## src/wrf_pkg.sv

```systemverilog
// Shared types and constants of the windowed rank filter.
`default_nettype none

package wrf_pkg;

    localparam int WINDOW_DEPTH = 16;
    localparam int IDX_W        = $clog2(WINDOW_DEPTH);
    localparam int CNT_W        = IDX_W + 1;
    localparam int SAMPLE_W     = 48;
    localparam int WLEN_W       = 5;
    localparam int FRAC_W       = 9;
    localparam int CFG_DATA_W   = 9;
    localparam int CFG_IDX_W    = 1;

    // rank = (n * fraction + half) >> 8
    localparam int RANK_SHIFT = 8;
    localparam int PROD_W     = CNT_W + FRAC_W;
    localparam int RANK_W     = PROD_W - RANK_SHIFT;
    localparam int RANK_HALF  = 128;

    localparam logic [CFG_IDX_W-1:0] CFG_WINDOW_LENGTH = 1'b0;
    localparam logic [CFG_IDX_W-1:0] CFG_RANK_FRACTION = 1'b1;

    localparam logic [WLEN_W-1:0] WINDOW_LENGTH_RESET = WLEN_W'(16);
    localparam logic [FRAC_W-1:0] RANK_FRACTION_RESET = '0;

    localparam logic OP_INSERT  = 1'b0;
    localparam logic OP_ADVANCE = 1'b1;

    typedef enum logic [1:0] {
        CELL_HOLD    = 2'd0,
        CELL_REMOVE  = 2'd1,
        CELL_INSERT  = 2'd2,
        CELL_ADVANCE = 2'd3
    } cell_cmd_t;

    typedef struct packed {
        cell_cmd_t             cmd;
        logic [SAMPLE_W-1:0]   key;
    } cell_ctl_t;

    typedef enum logic [4:0] {
        ST_IDLE   = 5'b00001,
        ST_EVICT  = 5'b00010,
        ST_INSERT = 5'b00100,
        ST_RANK   = 5'b01000,
        ST_DONE   = 5'b10000
    } state_t;

endpackage

`default_nettype wire

```

## src/wrf_cell.sv

```systemverilog
// One slot of the sorted window: current and previous generation entry.
`default_nettype none

module wrf_cell
    import wrf_pkg::*;
(
    input  wire logic                clk,
    input  wire cell_ctl_t           ctl,
    input  wire logic                valid,
    input  wire logic                left_le,
    input  wire logic [SAMPLE_W-1:0] left_value,
    input  wire logic [SAMPLE_W-1:0] right_value,
    output logic      [SAMPLE_W-1:0] value,
    output logic                     le,
    output logic      [SAMPLE_W-1:0] prev_value
);

    logic [SAMPLE_W-1:0] cur_reg;
    logic [SAMPLE_W-1:0] cur_next;
    logic [SAMPLE_W-1:0] prev_reg;
    logic [SAMPLE_W-1:0] prev_next;
    logic                lt;

    // invalid slots compare as larger than any key
    assign lt = valid && (cur_reg < ctl.key);
    assign le = valid && (cur_reg <= ctl.key);

    always_comb
    begin
        cur_next  = cur_reg;
        prev_next = prev_reg;
        case (ctl.cmd)
            CELL_REMOVE:
            begin
                if (!lt)
                begin
                    cur_next = right_value;
                end
            end
            CELL_INSERT:
            begin
                if (!le)
                begin
                    cur_next = left_le ? ctl.key : left_value;
                end
            end
            CELL_ADVANCE:
            begin
                prev_next = cur_reg;
            end
            default:
            begin
                cur_next = cur_reg;
            end
        endcase
    end

    always_ff @(posedge clk)
    begin
        cur_reg  <= cur_next;
        prev_reg <= prev_next;
    end

    assign value      = cur_reg;
    assign prev_value = prev_reg;

endmodule

`default_nettype wire

```

## config.mk

```make
export PLATFORM = sky130hd
export DESIGN_NAME = wrf_cell
export DESIGN_NICKNAME = d
export VERILOG_FILES = /design/src/wrf_pkg.sv /design/src/wrf_cell.sv
export SDC_FILE = /design/constraint.sdc
export NUM_CORES = 1
export LEC_CHECK = 0
export BUFFER_PORTS_ARGS = -buffer_cell sky130_fd_sc_hd__buf_2
export CAP_MARGIN = 20
export CORE_AREA = 2 2 107 109
export CTS_BUF_LIST = sky130_fd_sc_hd__clkbuf_8
export CTS_CLUSTER_DIAMETER = 100
export DETAILED_ROUTE_END_ITERATION = 8
export DIE_AREA = 0 0 109 111
export GPL_TIMING_DRIVEN = 0
export PLACE_DENSITY = 0.9
export SYNTH_ARGS = -nofsm -noshare
export SYNTH_HDL_FRONTEND = slang
export SYNTH_SLANG_ARGS = --single-unit
```

## constraint.sdc

```tcl
create_clock -name clk -period 5.6 [get_ports clk]
set_input_delay 0.28 -clock clk [delete_from_list [all_inputs] [get_ports clk]]
set_output_delay 0.28 -clock clk [all_outputs]
set_load 0.05 [all_outputs]
```

==> run_results.csv, run 1 <==
group,metric,value,unit
outcome,result_of_the_run,"finished, final reports clean",
routing,vias,4294,
routing,drt_wl_total,14090,um
power,power.density,263.7,nW/um^2
clocking,cts.root.buffer_cell,"clkbuf_8",
worst_setup_path,timing.critical_path.buf_inv,1,
sta,slew_headroom,0.4769,
synth,synth_top_family_by_area,"adder cells",
clocking,cts_made_buffers,9,
clocking,post-cts-setup-buffers,0,
clocking,cts-resized-gates,0,
synth,synth_mux_area_frac,0.09370,
finish,post-route-cell-area,6764,um^2
global_route,grt_antenna_before_repair,0,
global_route,grt_pass1_wl,21620,um
routing,vias_per_cell,5.130,
worst_setup_path,critical_path.slowest_cell,"nor2b_4",
sta,post-route-period-util,0.5875,
worst_setup_path,timing.rr.start,"value[45]",
sta,final-hold-violation-count,0,
finish,nets,886,
global_route,grt_max_degree,30,
sta,tns,0,ps
global_route,first_global_vias,4400,
power,ir_worst_vdd,0.0001637,V
worst_setup_path,cp_peak_stage_delay,630,ps
floorplan,design.core.area,11080,um^2
job,cap_violations,0,
synth,post_synth_num_cell_types,32,
synth,yosys_most_used_dff,"edfxtp_1",
clocking,worstSkewPairLatency,360,ps
worst_setup_path,path_delay_family,"simple AND/OR/NAND/NOR gates",
routing,post_drt_wl_per_cell,16.83,um
worst_setup_path,ff2ff_path_depth,8,
placed_design,port_buffers,244,
worst_setup_path,worst_setup_path_startpoint,"value[45]",
finish,layout-drive-gt1-share,0.3890,
sta,final_max_slew_viol_count,0,
synth,synth_largest_area_cell,"edfxtp_1",
power,power_leakage,3.366,nW
sta,setup_viol,0,
placed_design,dpl.hpwl,11190,um
floorplan,die_y,111,um
worst_setup_path,critical_path_cell_count,8,
worst_hold_path,whs_path_depth,3,
worst_setup_path,critPathCaptureType,"flip-flop",
finish,filler_cell_count,925,
synth,synthesis.yosys.warnings,0,
synth,seq_total_area_yosys,0.5622,
placed_design,gp_congestion,0.8287,
power,power.total,1.784,mW
global_route,grt-ovfl-total,0,
worst_hold_path,hold_start,"right_value[9]",
worst_setup_path,path_class,"flip-flop to flip-flop",
floorplan,ios,246,
clocking,cts_hold_repair.buffers,0,
worst_setup_path,maximum_fanout_encountered_on_the_critical_timing_path,25,
synth,netlist_instances,432,
routing,detailedRoute.firstIterationViolations,193,
clocking,clkSlewWorstSetupHoldPaths,100,ps
synth,synth_compound_area_frac,0.09614,
worst_hold_path,worstHoldPathType,"input pin to flip-flop",
synth,synth_xor_area_frac,0,
finish,utilization,0.6106,
floorplan,die_width,109,um
synth,yosys.area_share.adder,0.1171,
floorplan,effective_utilization_at_floorplan,0.4629,
routing,final_antenna_net_count,0,
sta,layout_min_cycle_time,3290,ps
clocking,tritoncts,"built",
clocking,clkSinkCount,96,
sta,maximum_operating_frequency,304.0,MHz
synth,synth_area_leaders,"edfxtp_1 56%, ha_1 12%, mux2i_1 9.4%, o21ai_0 5.4%, nand2_1 4.2%",
synth,postSynthRegisterBits,96,
global_route,global_route_usage_over_all_layers,0.2336,
worst_setup_path,r2r_setup_slack,2310,ps
synth,syn_area_per_cell,11.87,um^2
sta,setup_repair_after_global_routing_missed_its_margin,"no",
finish,area.growth.synth_to_final,31.92,%
floorplan,placementRows,39,
synth,syn_nets,629,
synth,post-synth-top-area-fraction,0.5622,
sta,worst_pin_slew,782.9,ps
clocking,htreeDepth,3,
worst_setup_path,crit_arrival,3340,ps
synth,syn_area,5127,um^2
worst_setup_path,worstSetupStartpointType,"flip-flop",
clocking,cts-root-to-sink-buffers,2,
synth,postSynth.asyncResetShare,0,
sta,finalClockSkew,16.10,ps
floorplan,dieArea,12100,um^2
placed_design,placed_standard_cell_area,6576,um^2
synth,synth_simple_gate_area_frac,0.08126,
finish,n_antenna_cell,0,
worst_setup_path,cp_data_required_time,5650,ps
routing,drc,0,
routing,drtPass1Iterations,5,
worst_setup_path,cp_cell_sequence,"ha_1 -> nand4_1 -> nor4_1 -> nand3_1 -> a31oi_1 -> nor4_2 -> nor2b_4 -> buf_12",
synth,synth-edff-count,96,
==> worst register-to-register path, stage by stage (launching register included) <==
cell	delay [ps]
edfxtp_1	430
ha_1	330
nand4_1	200
nor4_1	410
nand3_1	270
a31oi_1	320
nor4_2	120
nor2b_4	630
buf_12	280
==> registers in the layout (all words and copies together) (netlist names) <==
name / count
prev_value: 48
value: 48
==> where the power goes <==
group	internal [mW]	leakage (nW)	total [mW]	switching, mW
sequential	0.854	0.909	0.883	0.0288
clock	0.203	0.0978	0.444	0.241
combinational	0.144	2.36	0.456	0.312
==> stage by stage <==
step / cells / setup slack (ps) / hold WS, ps
final: 837 / 2310 / 192.4
after floorplan: 432 / 1136 / 467.1
after global placement: 819 / -228.4 / 467.8
after detailed placement: 821 / 2245 / 475.0
after CTS: 837 / 2212 / 184.0
after global routing: 837 / 2026 / 183.7
==> layout by cell type (no fill, tap or decap), types with 2 or more instances in the layout <==
cell	Yosys	final
o21ai_0	55	55
edfxtp_1	96	96
inv_1	50	51
nand2b_1	4	4
a221oi_1	2	2
buf_2	5	249
a21o_1	9	9
nor4_1	2	2
clkinv_2	0	2
clkbuf_1	11	11
mux2i_1	48	48
buf_12	0	2
ha_1	48	48
nand4_1	9	9
nand2_1	58	58
nand3_1	3	3
clkbuf_8	0	9
a21oi_1	14	14
==> synth_stat cells, types with 2 or more instances <==
master     n
ha_1      48
a21oi_1   14
clkbuf_1  11
nand4_1    9
nor4_1     2
nor2b_1    2
buf_2      5
inv_1     50
nand2_1   58
edfxtp_1  96
nand3_1    3
mux2i_1   48
o21ai_0   55
a221oi_1   2
nand2b_1   4
a21o_1     9
==> cell families after synthesis <==
kind of cell	after synthesis
DFF	96
buffers and inverters	66
muxes	48
adders and majority gates	48
and+or+nand+nor	87
AOI/OAI and AO/OA	87
==> area by class of cell <==
type                       count  area (um^2)  share of cell area
tap                          143        178.9             0.02645
buffer                        16        66.31            0.009804
sequential                    96         2883              0.4262
multi-input combinational    270         1999              0.2956
timing repair buffer         246         1261              0.1865
inverter                      50        187.7             0.02775
clock buffer                   9        123.9             0.01831
clock inverter                 7        63.81            0.009434
==> layer usage <==
layer,global-route usage,vias to the layer above,share of wire
li1,-,2081,-
met1,0.2756,1998,0.38
met2,0.4219,195,0.53
met3,0.05173,20,0.071
met4,0.06154,0,0.016
met5,0,-,0
==> final timing paths <==
check                                      end
worst max-delay path                  value[2]
worst min-delay path                  value[9]
worst max register to register        value[2]
worst min register to register  prev_value[12]
Note: power is estimated with default switching activity, not from simulation.
==> inputs of run 2 (changes only) <==
==> constraint.sdc (replaced) <==
create_clock -name clk -period 3.4 [get_ports clk]
set_input_delay 0.17 -clock clk [delete_from_list [all_inputs] [get_ports clk]]
set_output_delay 0.17 -clock clk [all_outputs]
set_load 0.05 [all_outputs]
==> run 2 against run 1 <==
Total power is 59% higher. Final cell count shrank 0.24%. Final area is 0.46% lower. Non-clock buffer count stayed put. Highest routed layer unchanged. Combinational power grew 65%. Worst hold slack worse by 120 ps. Die area stayed put. Via count down 1.3%. Register-to-register slack got worse by 2000 ps.
==> run_results.csv, run 2 (synthesis gave the netlist of run 1 again) <==
group,metric,value,unit
sta,setup_viol,0,
power,power.total,2.829,mW
sta,final-hold-violation-count,0,
routing,detailedRoute.firstIterationViolations,187,
worst_setup_path,cp_cell_sequence,"ha_1 -> nand4_1 -> inv_1 -> a221oi_1 -> o221ai_1 -> nor4_2 -> o21bai_1 -> buf_2",
global_route,first_global_vias,4226,
routing,drt_wl_total,13760,um
floorplan,effective_utilization_at_floorplan,0.4629,
floorplan,dieArea,12100,um^2
outcome,result_of_the_run,"finished, final reports clean",
sta,tns,0,ps
global_route,grt_max_degree,29,
clocking,cts_hold_repair.buffers,0,
worst_setup_path,crit_arrival,3010,ps
routing,post_drt_wl_per_cell,16.48,um
power,power.density,420.2,nW/um^2
finish,final_common_cell,"buf_2",
global_route,grt_antenna_before_repair,0,
worst_hold_path,worstHoldPathType,"input pin to flip-flop",
worst_setup_path,worstSetupStartpointType,"flip-flop",
sta,maximum_operating_frequency,314.4,MHz
finish,area.growth.synth_to_final,31.31,%
sta,worst_pin_slew,699.3,ps
sta,setup_repair_after_global_routing_missed_its_margin,"yes",
worst_setup_path,critical_path.slowest_cell,"nor4_2",
floorplan,design.core.area,11080,um^2
sta,post-route-period-util,0.9355,
clocking,cts-root-to-sink-buffers,2,
sta,slew_headroom,0.5328,
global_route,grt_pass1_wl,20950,um
floorplan,placementRows,39,
global_route,global_route_usage_over_all_layers,0.2328,
clocking,clkSlewWorstSetupHoldPaths,90,ps
floorplan,die_width,109,um
sta,final_max_slew_viol_count,0,
finish,n_antenna_cell,0,
power,ir_worst_vdd,0.0003582,V
worst_setup_path,path_class,"flip-flop to output port",
routing,drtPass1Iterations,4,
routing,vias,4240,
clocking,cts.root.buffer_cell,"clkbuf_8",
clocking,worstSkewPairLatency,380,ps
clocking,clkSinkCount,96,
worst_setup_path,cp_peak_stage_delay,520,ps
job,cap_violations,0,
worst_setup_path,cp_data_required_time,3230,ps
clocking,cts_made_buffers,9,
global_route,grt-ovfl-total,0,
placed_design,dpl.hpwl,10980,um
finish,utilization,0.6078,
clocking,cts-resized-gates,0,
sta,holdWs,67.43,ps
clocking,htreeDepth,3,
clocking,tritoncts,"built",
routing,drc,0,
routing,vias_per_cell,5.078,
floorplan,die_y,111,um
sta,post-route-worst-setup-slack,219.4,ps
worst_setup_path,critPathCaptureType,"output port",
clocking,post-cts-setup-buffers,0,
finish,nets,886,
sta,layout_min_cycle_time,3181,ps
routing,final_antenna_net_count,0,
placed_design,placement.setup.worst_slack,165.7,ps
sta,finalClockSkew,12.07,ps
finish,mostFrequentLayoutCells,"249 x buf_2, 96 x edfxtp_1, 58 x nand2_1",
finish,layout-drive-gt1-share,0.3873,
power,power_leakage,3.355,nW
floorplan,ios,246,
worst_setup_path,maximum_fanout_encountered_on_the_critical_timing_path,3,
placed_design,gp_congestion,0.8007,
placed_design,port_buffers,244,
[run 2: critical path: cells and delay by family (launching register included)]
| kind | cells | cell delay [ps] |
|---|---|---|
| simple gates | 2 | 700 |
| flops | 1 | 430 |
| compound gates | 3 | 800 |
| fa+ha+maj | 1 | 350 |
| buf+inv | 2 | 370 |
[run 2: power breakdown]
part	leakage, nW	internal [mW]	total (mW)	switching (mW)
logic	2.36	0.236	0.751	0.515
registers	0.909	1.41	1.45	0.0443
clock network	0.0862	0.247	0.626	0.380
[run 2: cell type report]
cell class              count  area (um^2)
plain buffers              16        66.31
clock buffers               9        123.9
clock inverters             5        20.02
fillers                   899         4344
inverters                  50        187.7
multi-input cells         270         2012
flip-flops and latches     96         2883
well taps                 143        178.9
repair buffers            246         1261
[run 2: worst paths after layout]
| path | from | endpoint | slack [ps] | cells after the start |
|---|---|---|---|---|
| worst max-delay path | value[26] | le | 220 | 8 |
| worst min-delay path | right_value[38] | value[38] | 70 | 3 |
| worst max register to register | value[31] | value[25] | 280 | 8 |
| worst min register to register | value[9] | prev_value[9] | 490 | 0 |
[run 2: metal layers]
layer,wire (um),global-route usage,vias to the layer above
met1,5267,0.2646,1962
li1,-,-,2080
met4,252,0.08632,0
met2,7225,0.4120,181
met5,0,0,-
met3,1014,0.06173,17
[run 2: stage by stage]
step	std cells	area (um^2)
after floorplan	432	5135
after global placement	819	6535
after detailed placement	821	6576
after CTS	835	6720
after global routing	835	6733
final	835	6733
==> inputs of run 3 (changes only) <==
--- a/config.mk
+++ b/config.mk
@@ -7,13 +7,13 @@
 export LEC_CHECK = 0
 export BUFFER_PORTS_ARGS = -buffer_cell sky130_fd_sc_hd__buf_2
 export CAP_MARGIN = 20
-export CORE_AREA = 2 2 107 109
+export CORE_AREA = 2 2 105 107
 export CTS_BUF_LIST = sky130_fd_sc_hd__clkbuf_8
 export CTS_CLUSTER_DIAMETER = 100
 export DETAILED_ROUTE_END_ITERATION = 8
-export DIE_AREA = 0 0 109 111
+export DIE_AREA = 0 0 107 109
 export GPL_TIMING_DRIVEN = 0
-export PLACE_DENSITY = 0.9
+export PLACE_DENSITY = 0.93
 export SYNTH_ARGS = -nofsm -noshare
 export SYNTH_HDL_FRONTEND = slang
 export SYNTH_SLANG_ARGS = --single-unit
==> constraint.sdc (replaced) <==
create_clock -name clk -period 3.82 [get_ports clk]
set_input_delay 0.191 -clock clk [delete_from_list [all_inputs] [get_ports clk]]
set_output_delay 0.191 -clock clk [all_outputs]
set_load 0.05 [all_outputs]
==> run 3 against run 2 <==
Final area about the same. Clock power is 6.1% lower. First-iteration DRC count rose by 37%. Worst setup slack improved by 210 ps. Die area down 3.6%. Via count up 5.7%. Worst hold slack better by 32 ps. Critical endpoint is now value[32]. Highest routed layer unchanged.
==> run_results.csv, run 3 (synthesis gave the netlist of run 1 again) <==
group,metric,value,unit
outcome,result_of_the_run,"finished, final reports clean",
power,ir_worst_vdd,0.0002168,V
routing,drt_wl_total,14740,um
clocking,htreeDepth,3,
sta,finalClockSkew,10.55,ps
global_route,grt_max_degree,29,
finish,n_antenna_cell,0,
sta,final-hold-violation-count,0,
sta,layout_min_cycle_time,3387,ps
worst_setup_path,cp_data_required_time,3880,ps
clocking,clkSinkCount,96,
placed_design,dpl.hpwl,11770,um
worst_setup_path,cp_peak_stage_delay,640,ps
floorplan,design.core.area,10600,um^2
global_route,grt-ovfl-total,0,
clocking,clkSlewWorstSetupHoldPaths,100,ps
clocking,cts.root.buffer_cell,"clkbuf_8",
sta,post-route-period-util,0.8867,
clocking,cts-root-to-sink-buffers,2,
placed_design,gp_congestion,0.8492,
worst_setup_path,crit_arrival,3450,ps
finish,nets,886,
routing,final_antenna_net_count,0,
global_route,grt_antenna_before_repair,0,
clocking,cts-resized-gates,0,
clocking,cts_made_buffers,9,
finish,utilization,0.6352,
floorplan,dieArea,11660,um^2
clocking,post-cts-setup-buffers,0,
clocking,tritoncts,"built",
global_route,global_route_usage_over_all_layers,0.2503,
power,power.total,2.564,mW
sta,post-route-worst-setup-slack,432.7,ps
global_route,first_global_vias,4671,
floorplan,die_y,109,um
routing,vias,4482,
worst_setup_path,cp_cell_sequence,"ha_1 -> nand4_1 -> nor4_1 -> nand3_1 -> a31oi_1 -> nor4_2 -> nor2b_4 -> buf_12",
floorplan,placementRows,38,
global_route,grt_pass1_wl,22140,um
finish,final_common_cell,"buf_2",
routing,drc,0,
finish,area.growth.synth_to_final,31.36,%
finish,layout-drive-gt1-share,0.3890,
routing,drtPass1Iterations,5,
routing,vias_per_cell,5.374,
sta,worst_pin_slew,788.3,ps
job,cap_violations,0,
worst_setup_path,maximum_fanout_encountered_on_the_critical_timing_path,25,
sta,final_max_slew_viol_count,0,
worst_setup_path,path_class,"flip-flop to flip-flop",
worst_setup_path,worstSetupStartpointType,"flip-flop",
placed_design,placement.setup.worst_slack,504.5,ps
sta,slew_headroom,0.4734,
routing,detailedRoute.firstIterationViolations,257,
finish,mostFrequentLayoutCells,"249 x buf_2, 96 x edfxtp_1, 58 x nand2_1",
power,power.density,380.6,nW/um^2
sta,tns,0,ps
sta,maximum_operating_frequency,295.2,MHz
power,power_leakage,3.352,nW
floorplan,ios,246,
sta,setup_viol,0,
floorplan,die_width,107,um
worst_setup_path,critPathCaptureType,"flip-flop",
worst_hold_path,worstHoldPathType,"input pin to flip-flop",
sta,setup_repair_after_global_routing_missed_its_margin,"no",
clocking,cts_hold_repair.buffers,0,
worst_setup_path,critical_path.slowest_cell,"nor2b_4",
floorplan,effective_utilization_at_floorplan,0.4836,
placed_design,port_buffers,244,
clocking,worstSkewPairLatency,360,ps
routing,post_drt_wl_per_cell,17.67,um
[run 3: worst max-delay path: cells and delay by family, from the launching register on]
kind	cells	cell delay [ps]
and+or+nand+nor	5	1690
AOI/OAI and AO/OA	1	330
adders and majority gates	1	330
buffers and inverters	1	270
DFF	1	430
[run 3: stage by stage]
stage          std cells  instance area, um^2  hold WS, ps
3_5_place_dp         818                 6573        471.7
3_3_place_gp         816                 6526        462.5
4_1_cts              834                 6735        89.34
2_1_floorplan        432                 5130        378.1
6_report             834                 6735        99.73
5_1_grt              834                 6735        102.2
[run 3: cell type report]
type | count | area (um^2)
multi-input combinational | 270 | 1999
tap | 140 | 175.2
timing repair buffer | 246 | 1261
fill | 832 | 3867
inverter | 50 | 187.7
clock buffer | 9 | 123.9
buffer | 16 | 66.31
sequential | 96 | 2883
clock inverter | 7 | 38.79
[run 3: layer usage]
| metal | share of wire | wire length, um | vias up | GRT usage |
|---|---|---|---|---|
| met5 | 0 | 0 | - | 0 |
| met4 | 0.028 | 409 | 0 | 0.1197 |
| met3 | 0.064 | 944 | 37 | 0.04065 |
| met2 | 0.54 | 7950 | 245 | 0.4732 |
| met1 | 0.37 | 5430 | 2116 | 0.2728 |
| li1 | - | - | 2084 | - |
[run 3: worst paths after layout]
path / startpoint / to / slack [ps] / cells after the start
min reg2reg: value[35] / prev_value[35] / 480 / 0
max reg2reg: value[46] / value[32] / 430 / 8
max: value[46] / value[32] / 430 / 8
min: right_value[40] / value[40] / 100 / 3
[run 3: where the power goes]
group	total, mW	internal [mW]	switching [mW]
clock	0.588	0.230	0.358
sequential	1.30	1.25	0.0431
combinational	0.680	0.212	0.468
